===== config.mk =====
export PLATFORM = sky130hd
export DESIGN_NAME = typed_record_receive_deframer_top
export DESIGN_NICKNAME = d
export VERILOG_FILES = /design/src/rtl/trd_pkg.sv /design/src/rtl/typed_record_receive_deframer_top.sv /design/src/rtl/trd_parse.sv /design/src/rtl/trd_outq.sv
export SDC_FILE = /design/constraint.sdc
export NUM_CORES = 1
export LEC_CHECK = 0
export BUFFER_PORTS_ARGS = -buffer_cell sky130_fd_sc_hd__clkbuf_2
export CORE_MARGIN = 5
export CORE_UTILIZATION = 50
export DETAILED_ROUTE_END_ITERATION = 12
export PLACE_DENSITY_LB_ADDON = 0.08
export RECOVER_POWER = 25
export SLEW_MARGIN = 0
export SYNTH_ARGS = -nofsm -noshare
export SYNTH_HDL_FRONTEND = slang
export SYNTH_HIERARCHICAL = 1
export SYNTH_SLANG_ARGS = --single-unit

===== constraint.sdc =====
create_clock -name clock -period 5.54 [get_ports clock]
set_clock_uncertainty 0.05 [all_clocks]
set_input_delay 0.831 -clock clock [delete_from_list [all_inputs] [get_ports clock]]
set_output_delay 0.831 -clock clock [all_outputs]
set_load 0.01 [all_outputs]

===== src/rtl/trd_pkg.sv =====
package trd_pkg;

   localparam int MAX_LEN_W   = 16;
   localparam int MODE_W      = 12;
   localparam int CSR_INDEX_W = 1;
   localparam int CSR_DATA_W  = 16;

   localparam logic [CSR_INDEX_W-1:0] CSR_MAX_LEN  = 1'd0;
   localparam logic [CSR_INDEX_W-1:0] CSR_INIT_MODE = 1'd1;

   localparam logic [MAX_LEN_W-1:0] MAX_LEN_RESET   = 16'd4096;
   localparam logic [MODE_W-1:0]    INIT_MODE_RESET = 12'o0600;

   localparam logic [7:0] KIND_INFO = 8'd3;
   localparam logic [7:0] KIND_ERR  = 8'd5;
   localparam logic [7:0] KIND_MODE = 8'd6;
   localparam logic [7:0] KIND_DATA = 8'd7;

   localparam logic [2:0] EV_DATA     = 3'd0;
   localparam logic [2:0] EV_INFO     = 3'd1;
   localparam logic [2:0] EV_ERR      = 3'd2;
   localparam logic [2:0] EV_MODE     = 3'd3;
   localparam logic [2:0] EV_ILLEGAL  = 3'd4;
   localparam logic [2:0] EV_COMPLETE = 3'd5;
   localparam logic [2:0] EV_FAILED   = 3'd6;

   localparam logic [1:0] CAUSE_NONE   = 2'd0;
   localparam logic [1:0] CAUSE_END    = 2'd1;
   localparam logic [1:0] CAUSE_LENGTH = 2'd2;
   localparam logic [1:0] CAUSE_REMOTE = 2'd3;

   typedef struct packed {
      logic [2:0]        event_res;
      logic [7:0]        payload_byte;
      logic              byte_valid;
      logic              record_end;
      logic [MODE_W-1:0] file_mode;
      logic [1:0]        failure_cause;
      logic [7:0]        record_kind;
   } rsp_type;

endpackage


===== src/rtl/typed_record_receive_deframer_top.sv =====
// Typed record receive deframer.
// Request channel (req_valid/req_ready): one received byte per request, or
// req_stream_end high when the link has closed. Records are a type byte, a
// little-endian 16-bit length and the payload.
// Response channel (rsp_valid/rsp_ready): zero or one result per request,
// carrying event, payload byte, record end, file mode, failure cause, kind.
// CSR port: csr_we with csr_index 0 sets the largest record length, index
// 1 sets the initial file mode (and the current mode). Write only when idle.
// Output: results go into a two-entry output queue and leave it in order.
// Throughput: one request per cycle while the queue has room; the parser
// updates its state in the same cycle and queues the result.
// Stall: while the receiver holds rsp_ready low, requests keep being taken
// until the queue holds two results; req_ready then drops until one leaves.
// Once the transfer completes or fails, later requests are taken and dropped.
// Reset: parser waits for a type byte, max length 4096, mode 0600 octal,
// output queue empty.
module typed_record_receive_deframer_top
   import trd_pkg::*;
(
   input  logic                   clock,
   input  logic                   reset,
   input  logic                   req_valid,
   output logic                   req_ready,
   input  logic [7:0]             req_rx_byte,
   input  logic                   req_stream_end,
   output logic                   rsp_valid,
   input  logic                   rsp_ready,
   output logic [2:0]             rsp_event_res,
   output logic [7:0]             rsp_payload_byte,
   output logic                   rsp_byte_valid,
   output logic                   rsp_record_end,
   output logic [MODE_W-1:0]      rsp_file_mode,
   output logic [1:0]             rsp_failure_cause,
   output logic [7:0]             rsp_record_kind,
   input  logic                   csr_we,
   input  logic [CSR_INDEX_W-1:0] csr_index,
   input  logic [CSR_DATA_W-1:0]  csr_wdata
);

   logic    accept;
   logic    emit;
   rsp_type result;
   rsp_type out_data;

   assign accept = req_valid && req_ready;

   trd_parse u_parse (
      .clock      (clock),
      .reset      (reset),
      .accept     (accept),
      .rx_byte    (req_rx_byte),
      .stream_end (req_stream_end),
      .csr_we     (csr_we),
      .csr_index  (csr_index),
      .csr_wdata  (csr_wdata),
      .emit       (emit),
      .result     (result)
   );

   trd_outq u_outq (
      .clock     (clock),
      .reset     (reset),
      .push      (emit),
      .push_data (result),
      .not_full  (req_ready),
      .out_valid (rsp_valid),
      .out_ready (rsp_ready),
      .out_data  (out_data)
   );

   assign rsp_event_res     = out_data.event_res;
   assign rsp_payload_byte  = out_data.payload_byte;
   assign rsp_byte_valid    = out_data.byte_valid;
   assign rsp_record_end    = out_data.record_end;
   assign rsp_file_mode     = out_data.file_mode;
   assign rsp_failure_cause = out_data.failure_cause;
   assign rsp_record_kind   = out_data.record_kind;

endmodule


===== src/rtl/trd_parse.sv =====
module trd_parse
   import trd_pkg::*;
(
   input  logic                   clock,
   input  logic                   reset,
   input  logic                   accept,
   input  logic [7:0]             rx_byte,
   input  logic                   stream_end,
   input  logic                   csr_we,
   input  logic [CSR_INDEX_W-1:0] csr_index,
   input  logic [CSR_DATA_W-1:0]  csr_wdata,
   output logic                   emit,
   output rsp_type                result
);

   localparam logic [2:0] PH_TYPE  = 3'd0;
   localparam logic [2:0] PH_LENLO = 3'd1;
   localparam logic [2:0] PH_LENHI = 3'd2;
   localparam logic [2:0] PH_BODY  = 3'd3;
   localparam logic [2:0] PH_DONE  = 3'd4;

   logic [2:0]           phase_ff, phase_in;
   logic [7:0]           type_ff, type_in;
   logic [7:0]           len_low_ff, len_low_in;
   logic [15:0]          left_ff, left_in;
   logic [1:0]           index_ff, index_in;
   logic [7:0]           mode_low_ff, mode_low_in;
   logic [MODE_W-1:0]    mode_ff, mode_in;
   logic [MAX_LEN_W-1:0] max_len_ff;

   logic        close_en;
   logic [7:0]  close_byte;
   logic        close_valid;
   logic [15:0] length;
   logic [15:0] left_dec;

   always_comb begin
      phase_in    = phase_ff;
      type_in     = type_ff;
      len_low_in  = len_low_ff;
      left_in     = left_ff;
      index_in    = index_ff;
      mode_low_in = mode_low_ff;
      mode_in     = mode_ff;
      emit        = 1'b0;
      result      = '0;
      close_en    = 1'b0;
      close_byte  = 8'd0;
      close_valid = 1'b0;
      length      = {rx_byte, len_low_ff};
      left_dec    = left_ff - 16'd1;

      if (accept && phase_ff != PH_DONE) begin
         if (stream_end) begin
            phase_in             = PH_DONE;
            emit                 = 1'b1;
            result.event_res     = EV_FAILED;
            result.failure_cause = CAUSE_END;
            result.record_end    = (phase_ff != PH_TYPE);
            result.record_kind   = (phase_ff != PH_TYPE) ? type_ff : 8'd0;
         end else begin
            case (phase_ff)
               PH_TYPE: begin
                  type_in  = rx_byte;
                  phase_in = PH_LENLO;
               end
               PH_LENLO: begin
                  len_low_in = rx_byte;
                  phase_in   = PH_LENHI;
               end
               PH_LENHI: begin
                  if (length > max_len_ff) begin
                     phase_in             = PH_DONE;
                     emit                 = 1'b1;
                     result.event_res     = EV_FAILED;
                     result.record_end    = 1'b1;
                     result.failure_cause = CAUSE_LENGTH;
                     result.record_kind   = type_ff;
                  end else begin
                     left_in     = length;
                     index_in    = 2'd0;
                     mode_low_in = 8'd0;
                     if (length == 16'd0) begin
                        if (type_ff == KIND_MODE) begin
                           mode_in = '0;
                        end
                        close_en = 1'b1;
                     end else begin
                        phase_in = PH_BODY;
                     end
                  end
               end
               PH_BODY: begin
                  if (type_ff == KIND_MODE) begin
                     if (index_ff == 2'd0) begin
                        mode_low_in = rx_byte;
                        mode_in     = {4'd0, rx_byte};
                     end else if (index_ff == 2'd1) begin
                        mode_in = {rx_byte[3:0], mode_low_ff};
                     end
                  end
                  if (index_ff != 2'd2) begin
                     index_in = index_ff + 2'd1;
                  end
                  left_in = left_dec;
                  if (left_dec == 16'd0) begin
                     close_en    = 1'b1;
                     close_byte  = rx_byte;
                     close_valid = 1'b1;
                  end else if (type_ff == KIND_DATA || type_ff == KIND_INFO
                               || type_ff == KIND_ERR) begin
                     emit                = 1'b1;
                     result.payload_byte = rx_byte;
                     result.byte_valid   = 1'b1;
                     result.record_kind  = type_ff;
                     if (type_ff == KIND_DATA) begin
                        result.event_res = EV_DATA;
                     end else if (type_ff == KIND_INFO) begin
                        result.event_res = EV_INFO;
                     end else begin
                        result.event_res = EV_ERR;
                     end
                  end
               end
               default: begin
                  phase_in = PH_DONE;
               end
            endcase
         end
      end

      // record close: last payload byte, or header of an empty record
      if (close_en) begin
         phase_in            = PH_TYPE;
         emit                = 1'b1;
         result.payload_byte = close_byte;
         result.byte_valid   = close_valid;
         result.record_end   = 1'b1;
         result.record_kind  = type_ff;
         case (type_ff)
            KIND_DATA: begin
               if (close_valid) begin
                  result.event_res = EV_DATA;
               end else begin
                  phase_in         = PH_DONE;
                  result.event_res = EV_COMPLETE;
                  result.file_mode = mode_in;
               end
            end
            KIND_INFO: begin
               result.event_res = EV_INFO;
            end
            KIND_ERR: begin
               phase_in             = PH_DONE;
               result.event_res     = EV_FAILED;
               result.failure_cause = CAUSE_REMOTE;
            end
            KIND_MODE: begin
               result.event_res = EV_MODE;
               result.file_mode = mode_in;
            end
            default: begin
               result.event_res = EV_ILLEGAL;
            end
         endcase
      end

      // initial mode write also loads the current mode
      if (csr_we && csr_index == CSR_INIT_MODE) begin
         mode_in = csr_wdata[MODE_W-1:0];
      end
   end

   always_ff @(posedge clock) begin
      if (reset) begin
         phase_ff    <= PH_TYPE;
         type_ff     <= 8'd0;
         len_low_ff  <= 8'd0;
         left_ff     <= 16'd0;
         index_ff    <= 2'd0;
         mode_low_ff <= 8'd0;
         mode_ff     <= INIT_MODE_RESET;
         max_len_ff  <= MAX_LEN_RESET;
      end else begin
         phase_ff    <= phase_in;
         type_ff     <= type_in;
         len_low_ff  <= len_low_in;
         left_ff     <= left_in;
         index_ff    <= index_in;
         mode_low_ff <= mode_low_in;
         mode_ff     <= mode_in;
         if (csr_we) begin
            case (csr_index)
               CSR_MAX_LEN: begin
                  max_len_ff <= csr_wdata[MAX_LEN_W-1:0];
               end
               default: begin
               end
            endcase
         end
      end
   end

endmodule


===== src/rtl/trd_outq.sv =====
module trd_outq
   import trd_pkg::*;
(
   input  logic    clock,
   input  logic    reset,
   input  logic    push,
   input  rsp_type push_data,
   output logic    not_full,
   output logic    out_valid,
   input  logic    out_ready,
   output rsp_type out_data
);

   rsp_type    mem_ff [2];
   logic       head_ff, head_in;
   logic [1:0] count_ff, count_in;
   logic       pop;
   logic       wr_ptr;

   assign not_full  = (count_ff != 2'd2);
   assign out_valid = (count_ff != 2'd0);
   assign out_data  = mem_ff[head_ff];
   assign pop       = out_valid && out_ready;
   assign wr_ptr    = head_ff ^ count_ff[0];

   always_comb begin
      head_in  = pop ? ~head_ff : head_ff;
      count_in = count_ff + {1'b0, push} - {1'b0, pop};
   end

   always_ff @(posedge clock) begin
      if (reset) begin
         head_ff  <= 1'b0;
         count_ff <= 2'd0;
      end else begin
         head_ff  <= head_in;
         count_ff <= count_in;
      end
   end

   always_ff @(posedge clock) begin
      if (push) begin
         mem_ff[wr_ptr] <= push_data;
      end
   end

endmodule


Word-level counts from Yosys, hierarchy flattened:

Memories as Yosys holds them, arrays and structs flattened. A register that Yosys moved wholly into a read port is not among the register bits.
Cells that the tools add are included.
Widths: inputs -> output; s select.

* flip-flop bits (word level): 76
* memory bits (writable): 70
* input port bits: 31
* output and inout bits: 37
* logic and storage cells: 135
* memories kept: 1

Memory list
* u_outq.mem_ff: words 2, bits a word 35, read ports 1, clocked after memory_dff 1, write ports 1, line trd_outq.sv:14 `rsp_type mem_ff [2];`

* $add $sub $neg: 4
* order comparisons: 1
* eq/ne operators: 17
* mux-type cells: 77
* bitwise operators: 4
* reductions and logical operators: 21

Operators with widths (number)
* $mux 12: 12
* $mux 8: 10
* $pmux 12 s2: 2
* $mux 35: 1
* $logic_not 16->1: 2
* $pmux 16 s2: 1
* $pmux 8 s2: 2
* $mux 10: 3
* $mux 3: 9
* $eq 8x3->1 const B: 3
* $pmux 3 s4: 2
* $mux 1: 20
* $mux 9: 2
* $gt 16x16->1: 1
* $mux 16: 1
* $sub 16x1->16 const B: 1
* $mux 13: 1
* $mux 2: 6
* $pmux 3 s2: 2
* $reduce_and 3->1: 3
* $eq 8x2->1 const B: 1
* $eq 3x2->1 const B: 2
* $ne 2x1->1 const B: 3
* $ne 2x2->1 const B: 3
* 22 further kinds: 31

Depth between registers and ports, before layout:

* depth in word-level cells: 11
* mapped depth: 13
* depth with buffers taken out: 12

Hierarchy:

Netlist, hierarchy kept.

By module, submodules not included
* trd_parse: times used 1, cells each 659, area each 4999.8 um^2, sequential area each 1461.4 um^2
* trd_outq: times used 1, cells each 131, area each 2886.5 um^2, sequential area each 2182.1 um^2
* typed_record_receive_deframer_top: times used 1, cells each 1, area each 6.3 um^2, sequential area each 0.0 um^2

Worst setup path before layout:

Ideal clock, no wire load.

* kind: input to register
* start point: in req_rx_byte[7]
* end point: mem u_outq/mem_ff[0][0] in the netlist's numbering (enable)
* library setup time: 0.427 ns
* data arrival time: 4.092 ns
* data required time: 5.063 ns
* path slack: 0.971 ns
* stages on the path: 10
* buffers on the path: 1
* cells stage by stage: ha_1 nand4_1 nor4_1 a21boi_1 o31a_1 a31o_2 or3_1 buf_2 inv_1 nor2_1

* word-level cells in the longest chain between the ends: 9
* elaborated cells on any way between the ends: 14
* classes of those cells: 1 x order compare; 12 x mux; 1 x reduce/logical

RTL lines
* start, declared: line typed_record_receive_deframer_top.sv:24 `input logic [7:0] req_rx_byte,`
* parallel branches: the longest is 6 deep, another holds $gt 16x16->1
* $mux 1 (*): line trd_parse.sv:133 `if (close_en) begin`
* via emit: line typed_record_receive_deframer_top.sv:41 `logic emit;`
* $mux 1 (*): line trd_outq.sv:42 `if (push) begin`
* $mux 1 (implied by the code) (*): line trd_outq.sv:43 `mem_ff[wr_ptr] <= push_data;`
* end, declared: line trd_outq.sv:14

Mark *: on every way through the listed nets, which the timed path passes.

==> run_results.csv <==
group,metric,value,unit
global_routing,grt_pass1_vias,5827,
clocking,cts_buffer_depth,2,
global_routing,grt-ovfl-total,0,
worst_setup_path,cp-end-kind,"flip-flop",
worst_setup_path,cp_common_cell,"clkbuf_1",
drt,dr.pass1.iters,5,
run,drv_cap,2,
worst_setup_path,arrival,4.33,ns
drt,ant_nets,0,
timing,finalHoldViolCount,0,
logic_synthesis,syn_area_per_cell,9.98,µm²
worst_setup_path,rr_worst_depth,11,
worst_setup_path,crit_chain,"clkbuf_1 > clkbuf_1 > nand2b_1 > or4_1 > o221ai_1",
hold_path,hold_depth,2,
place,io_buffers,67,
status,violations,"capacitance limit, slew limit",
drt,drc,0,
worst_setup_path,reg2reg_slack,1.90,ns
place,finalWeightedCongestion,0.891,
worst_setup_path,cp_slowest_cell,"clkbuf_1",
cells_and_area,nFillCells,1422,
logic_synthesis,ys_types,75,
status,status,"finished with violations",
timing,rsz0062_at_grt,"false",
floorplanning,initial_utilization,50.2,%
logic_synthesis,postSynthCellCount,791,
floorplanning,die_w,136,µm
global_routing,antenna_found_initial,0,
cells_and_area,antenna_cells,0,
cells_and_area,fin_area,8770,µm²
hold_path,hp-start,"u_parse/max_len_ff[13]",
timing,slew_violations,98,
timing,slew_headroom,-74.7,%
clocking,clock_latency,0.43,ns
timing,hold_slack,0.408,ns
worst_setup_path,startpoint_type,"primary input",
worst_setup_path,cpPeakStageDelay,1.92,ns
drt,drt-total-wl,20.1,mm
timing,period_needed,4.13,ns
global_routing,use_met1,29.9,%
place,post_dp_cell_area,8330,µm²
drt,drt_iter0_markers,441,
clocking,cts_setup_buffers,0,
logic_synthesis,ys.flop_type,"dfxtp_1",
global_routing,grtUsageMet3,5.35,%
timing,max_freq,0.242,GHz
logic_synthesis,synth-edff-count,70,
hold_path,hp-class,"reg -> reg",
cells_and_area,final_nets,892,
worst_setup_path,rr_startpoint,"u_parse/left_ff[0]",
logic_synthesis,ys_seq_area_share,46.2,%
global_routing,grt_max_degree,62,
clocking,cts_buffers,17,
cells_and_area,drive_gt1_share,15.9,%
hold_path,hold-path-endpoint,"u_parse/max_len_ff[13]",
logic_synthesis,yosys-top-cells-area,"edfxtp_1 (27%), dfxtp_1 (20%), mux2_4 (6.1%), nand2_1 (4.5%), a21oi_1 (4.4%)",
floorplanning,core_area,15700,µm²
timing,finalSetupViolCount,0,
floorplanning,rows,46,
timing,worstMarginPinSlew,2.62,ns
power_and_ir_drop,peakVddDrop,0.211,mV
cells_and_area,syn2layout_area_growth,11.1,%
drt,wl_per_cell,18.8,µm
power_and_ir_drop,p_leak,3.44,nW
logic_synthesis,ys_warn_count,6,
drt,num_vias,6124,
global_routing,track_usage,22.2,%
worst_setup_path,crit_type,"in -> reg",
floorplanning,die_area,18400,µm²
logic_synthesis,synth_top_area_share,26.6,%
clocking,cts_tree,"done",
worst_setup_path,cp_max_fo,61,
global_routing,grt-busiest-layer,"met2",
clocking,cts_resized,0,
cells_and_area,post-route-util,55.8,%
timing,fin_crit_sh,74.6,%
floorplanning,die_y,136,µm
worst_setup_path,worstPathRequired,5.74,ns
logic_synthesis,synthesis.area,7890,µm²
clocking,clock-root-buffer,"clkbuf_16",
logic_synthesis,ys_ff_latch,147,
floorplanning,io_pins,68,
logic_synthesis,async_flop_share,0,%
global_routing,grt_pass1_wl,31.4,mm
logic_synthesis,syn_nets,845,
clocking,cts_hold_buf,0,
clocking,cts_sinks,147,
power_and_ir_drop,power,2.87,mW
drt,via_per_inst,5.74,
clocking,htree_levels,4,
place,dp.final_hpwl,14.3,mm
logic_synthesis,yosys.area.top_type,"edfxtp_1",
power_and_ir_drop,power_density,328,nW/µm²
clocking,clk_pin_slew_worst_paths,0.07,ns
global_routing,grtUsageMet2,35.7,%
timing,fin_setup_tns,0,ns
worst_setup_path,reg2reg_to,"u_outq/mem_ff[0][12]",
[layer usage]
metal  vias up  routed length (µm)
li1       2977                   -
met4         0                 350
met2       169                9570
met1      2951                9160
met5         -                   0
met3        27                 984
[worst max-delay path, delay by kind of cell]
family / cells / cell delay (ns)
AOI/OAI and AO/OA: 1 / 0.10
buffers and inverters: 2 / 2.96
and+or+nand+nor: 2 / 0.43
[synth_stat cells (5+ instances only)]
cell,count
nor2_1,58
inv_1,27
mux2_1,5
clkbuf_1,33
nand2b_1,21
nor3_2,8
dfxtp_1,77
mux2i_1,30
nand2_1,95
nand3b_1,9
nor4_1,7
and3_1,12
edfxtp_1,70
a311oi_1,5
a31oi_1,7
and2_1,16
nand4_1,8
a211oi_1,6
mux2_4,32
a21oi_1,69
nor2b_1,8
o211ai_1,10
nand3_1,8
a21o_1,10
buf_6,6
nor3_1,9
o21ai_0,34
or3_1,6
ha_1,23
o31ai_1,8
[stage by stage]
step                cells  worst slack (ns)
floorplan             791             0.971
finish               1067              1.41
global route         1067              1.12
CTS                  1067              1.77
global placement     1035              1.52
detailed placement   1035              1.32
[worst max path at each step]
stage                                 to            from  depth (start not counted)  slack [ns]
floorplan            u_outq/mem_ff[0][0]  req_rx_byte[7]                         10        0.97
global placement    u_outq/mem_ff[0][15]  req_rx_byte[5]                         11        1.52
detailed placement  u_outq/mem_ff[0][12]  req_rx_byte[5]                         11        1.32
CTS                 u_outq/mem_ff[0][30]  req_rx_byte[5]                         11        1.77
global route         u_parse/phase_ff[1]           reset                          5        1.12
finish               u_parse/phase_ff[1]           reset                          5        1.41
[sequential cells by signal, summed over array words and instances (netlist names), 3 cells and up, named ones only]
register	cells
u_parse/max_len_ff	16
u_parse/len_low_ff	8
u_parse/mode_ff	12
u_parse/mode_low_ff	8
u_parse/type_ff	8
u_parse/phase_ff	3
u_parse/left_ff	16
u_outq/mem_ff	70
[cells by family after synthesis]
family	synth area share [%]
AO/OA/AOI/OAI	15.5
XOR/XNOR	0.507
adder cells (fa/ha/maj)	3.65
buffers and inverters	4.11
flip-flops	46.2
multiplexers	10.6
AND/OR/NAND/NOR	19.5
[placed cells by master, fill, tap and decap left out, types with 7 or more instances in the layout]
master,synthesis,routed
a21oi_1,69,69
a21o_1,10,10
nor3_2,8,8
o31ai_1,8,8
nand2b_1,21,21
o21ai_0,34,34
clkbuf_2,0,64
and3_1,12,12
clkbuf_16,0,17
nor3_1,9,9
mux2_1,5,32
nor2b_1,8,8
and2_1,16,15
nand2_1,95,95
nor4_1,7,7
o211ai_1,10,10
edfxtp_1,70,70
a31oi_1,7,7
nand3b_1,9,9
inv_6,0,7
nand3_1,8,8
nand4_1,8,8
inv_1,27,27
ha_1,23,23
nor2_1,58,57
mux2i_1,30,30
dfxtp_1,77,77
[layout make-up]
| class | count | area [µm²] | area share [%] |
|---|---|---|---|
| clock inverters | 14 | 115 | 1.31 |
| repair buffers | 74 | 380 | 4.34 |
| clock buffers | 18 | 429 | 4.90 |
| inverters | 27 | 101 | 1.16 |
| flip-flops and latches | 147 | 3640 | 41.6 |
| well taps | 216 | 270 | 3.08 |
| multi-input cells | 571 | 3830 | 43.6 |
[where the power goes]
part / switching [mW] / internal (mW) / total [mW]
Sequential: 0.0772 / 1.24 / 1.32
Combinational: 0.263 / 0.219 / 0.482
Clock: 0.485 / 0.585 / 1.07
(Power assumes the default switching activity.)
